<file path="src/hdl/ppp_ram.sv">
// Generic single write port RAM with registered read.
module ppp_ram #(
   parameter int WIDTH = 32,
   parameter int DEPTH = 16,
   localparam int AW = (DEPTH > 1) ? $clog2(DEPTH) : 1
) (
   input  logic             clock,
   input  logic             wr_en,
   input  logic [AW-1:0]    wr_addr,
   input  logic [WIDTH-1:0] wr_data,
   input  logic             rd_en,
   input  logic [AW-1:0]    rd_addr,
   output logic [WIDTH-1:0] rd_data
);
   logic [WIDTH-1:0] mem_ff [DEPTH];
   logic [WIDTH-1:0] rd_data_ff;

   always_ff @(posedge clock) begin
      if (wr_en) begin
         mem_ff[wr_addr] <= wr_data;
      end
      if (rd_en) begin
         rd_data_ff <= mem_ff[rd_addr];
      end
   end

   assign rd_data = rd_data_ff;
endmodule

</file>
<file path="config.mk">
export PLATFORM = sky130hd
export DESIGN_NAME = ppp_ram
export DESIGN_NICKNAME = d
export VERILOG_FILES = /design/src/hdl/ppp_ram.sv
export SDC_FILE = /design/constraint.sdc
export NUM_CORES = 1
export LEC_CHECK = 0
export BUFFER_PORTS_ARGS = -buffer_cell sky130_fd_sc_hd__buf_2
export CAP_MARGIN = 0
export CORE_ASPECT_RATIO = 0.5
export CORE_MARGIN = 1
export CORE_UTILIZATION = 58
export CTS_BUF_LIST = sky130_fd_sc_hd__clkbuf_4 sky130_fd_sc_hd__clkbuf_8
export DETAILED_ROUTE_END_ITERATION = 8
export GPL_ROUTABILITY_DRIVEN = 0
export GPL_TIMING_DRIVEN = 0
export PLACE_DENSITY = 0.87
export SYNTH_ARGS = -nofsm -noshare
export SYNTH_HDL_FRONTEND = slang
export SYNTH_SLANG_ARGS = --single-unit
</file>
<file path="constraint.sdc">
create_clock -name clock -period 3 [get_ports clock]
set_clock_uncertainty 0.15 [all_clocks]
set_input_delay 0 -clock clock [delete_from_list [all_inputs] [get_ports clock]]
set_output_delay 0 -clock clock [all_outputs]
set_load 0.01 [all_outputs]
</file>
-- Word level (Yosys, flattened, before mapping)
Memory sizes are Yosys's and may differ from the RTL's. A register that Yosys moved wholly into a read port is not among the register bits.
Index checks and enable logic that the tools add are counted.
- bits in registers: 0
- memory bits (writable): 512
- bits of input ports: 43
- output and inout bits: 32
- word-level logic and storage cells: 3
- memories kept: 1
- mux-type cells: 2
- memories (memory ; words ; bits a word ; read ports ; clocked after memory_dff ; write ports ; RTL line ; RTL):
    mem_ff ; 16 ; 32 ; 1 ; 1 ; 1 ; 15 ; logic [WIDTH-1:0] mem_ff [DEPTH];
- operators by type and width (operator ; number):
    two-way mux 1 bit ; 2

-- Logic depth before layout (Yosys ltp)
- word-level depth: 2
- mapped depth: 5
- gate-level depth less buffers: 3

-- Least setup slack after synthesis
Ideal clock, no wire load.
- path type: input port to flip-flop
- start: input port wr_addr[2]
- end: memory mem_ff[0][0], enable pin
- library setup time: 0.461 ns
- data arrival time: 2.718 ns
- data required time: 2.389 ns
- setup slack: -0.330 ns
- stages: 2
- buffers on the path: 0
- cell sequence: or3b_2 -> nor3_1
- RTL lines (item ; RTL line ; RTL):
    from (decl) ; 9 ; input logic [AW-1:0] wr_addr,
    to (decl) ; 15 ;
No word-level cell before the write port.

-- Worst setup path after layout
- start: input port wr_addr[3]
- end: memory mem_ff[4][31], enable pin
No word-level cell before the write port.

==> impl_metrics.yaml <==
outcome:
  status: "finished clean"
route:
  drt_iter0_drc: 1984
  vias: 10902
  drc_errors: 0
  vias_per_cell: 6.96
  ant_nets: 0
  finalWirelength_mm: 53.3
  drt_pass1_iterations: 5
  wl_per_cell_um: 34.0
power_and_ir_drop:
  p_sw_frac: 0.221
  powerDensity_nw_per_um2: 642
  vdd_drop_max_v: 0.000322
  p_leak_nw: 7.59
  clockPowerShare: 0.370
  power_switching_mw: 3.34
  intPower_mw: 11.8
  pwr-share-seq: 0.571
  comb_power_share: 0.058
floorplanning:
  fp-row-count: 47
  fp.dieH_um: 134
  dieArea_um2: 35600
  ios: 75
  core_um2: 33600
  die_w_um: 266
  initial_core_util: 0.600
sta:
  max_freq_mhz: 432
  hold_slack_ns: 0.0207
  fin_crit_sh: 0.771
  hold_viol: 0
  worstMarginPinSlew_ns: 1.20
  maxSlewHeadroom: 0.197
  rsz0062_at_grt: "no"
  min_period_ns: 2.31
  finalSetupViolations: 0
  slew_viol_final: 0
  tns_ns: 0
cells_and_area:
  final_cell_mix: "544 x edfxtp_1, 128 x mux4_2, 77 x clkbuf_8, 76 x buf_2, 64 x a22oi_1"
  final_common_cell: "edfxtp_1"
  fin_util: 0.699
  drive_gt1_frac: 0.337
  final_nets: 1090
  design_area_um2: 23500
  fillCellCount: 1751
  area_delta_synth_final_pct: 16.6
  instances_no_fill: 1567
critical_path:
  worst_r2r_path_depth: 3
  cp_num_buf_inv: 3
  cp_slowest_cell: "dlygate4sd3_1"
  cp.required_ns: 3.08
  max_stage_delay_ns: 0.92
  crit_type: "in2reg"
  crit_cells: 5
  cp_max_fo: 8
  worstPathArrival_ns: 2.39
  crit_top_cell: "dlygate4sd3_1"
  cp_top_family: "buffers and inverters"
  endpoint_kind: "flop"
  crit_path_start_kind: "input port"
  crit_chain: "dlygate4sd3_1, buf_2, nand3b_1, nor3_4, dlygate4sd3_1"
clock_network:
  clock_latency_ns: 0.61
  root_buffer: "clkbuf_8"
  cts_resized: 0
  clk_pin_slew_ns: 0.06
  hold_buffers: 40
  cts_buffer_depth: 3
  tritoncts: "done"
  cts_setup_buffers: 0
  clock-sinks: 544
  numCtsBuffers: 73
  htreeDepth: 3
grt:
  grt.met3_usage: 0.0771
  busiest_layer: "met2"
  antenna_found_initial: 1
  track_usage: 0.308
  grt_pass1_vias: 11200
  grt_overflow: 0
  grt_use_met1: 0.408
  grt_max_degree: 33
  met2_usage: 0.486
  grt_first_pass_wirelength_mm: 76.2
synth:
  synthDistinctLibCells: 17
  synthCells: 838
  avgSynthCellArea_um2: 24.1
  yosys_register_bits: 544
  synth_area_um2: 20200
  ys_seq_area_frac: 0.810
  synth_nets: 881
  synth-warning-count: 0
min_path:
  hold_path_class: "in2reg"
  hold_depth: 4
job:
  maxCapViolations: 0
place:
  numPlacedInstances: 1397
  port_buffers: 72
  post-dp-hpwl_mm: 29.0
  placed_cell_area_um2: 21700
[cells in the mapped netlist]
cell        n  area, um2
or3b_2      1       8.76
edfxtp_1  544      16300
nand3_1     1       5.00
nand2b_1    2       12.5
and2_1      1       6.26
buf_4      11       82.6
buf_6       2       22.5
clkbuf_1   17       63.8
a22oi_1    64        480
nand3b_1    2       15.0
nor3_1      4       20.0
nand2_1    33        124
nor2_1     13       48.8
buf_2       4       20.0
mux4_2    128       2880
nor2b_1     2       12.5
buf_1       9       33.8
[metal layers]
metal	routed length, um	vias up	share of wire
met5	0	-	0
met3	7720	230	0.14
li1	-	4033	-
met1	17400	5464	0.33
met4	2800	0	0.052
met2	25400	1175	0.48
[state kept, by name (all words and copies together), names as in the netlist]
register / cells
mem_ff: 512
rd_data: 32
[power groups by stage]
stage / clock network [mW] / registers [mW] / logic [mW]
floorplan: 0 / 8.78 / 0.409
global placement: 0 / 8.76 / 0.714
detailed placement: 0 / 8.77 / 0.804
CTS: 5.53 / 8.62 / 0.864
global route: 5.90 / 8.63 / 0.912
finish: 5.59 / 8.63 / 0.883
[cells by family after synthesis]
group,Yosys count,synth area share
buffers and inverters,43,0.0110
multiplexers,128,0.143
flip-flops,544,0.810
AND/OR/NAND/NOR,59,0.0125
AO/OA/AOI/OAI,64,0.0238
[cell type report]
class                      count  area, um2  area share
timing repair buffer         134       1230      0.0521
tap                          465        582      0.0247
buffer                        43        223     0.00947
sequential                   544      16300       0.694
clock buffer                 109       1300      0.0553
antenna                        1       2.50    0.000106
clock inverter                20        113     0.00479
multi-input combinational    251       3740       0.159
[path summary, 6_finish.rpt]
check                                     from            end  slack [ns]
worst max-delay path                wr_addr[3]  mem_ff[4][31]        0.69
worst min-delay path                rd_addr[0]     rd_data[6]        0.02
worst min register to register   mem_ff[14][5]     rd_data[5]        0.60
worst max register to register  mem_ff[11][19]    rd_data[19]        1.23
[metrics by stage]
step                setup WS [ns]  total power, mW
floorplan                  0.0482             9.19
global placement            -2.53             9.48
detailed placement          0.801             9.58
CTS                         0.737             15.0
global route                0.692             15.4
finish                      0.686             15.1
[worst reg2reg max path: cells and delay by family (launching register included)]
kind | cells | cell delay [ns]
and+or+nand+nor | 1 | 0.15
muxes | 1 | 0.50
DFF | 1 | 0.41
AOI/OAI and AO/OA | 1 | 0.28
(Power assumes the default switching activity.)
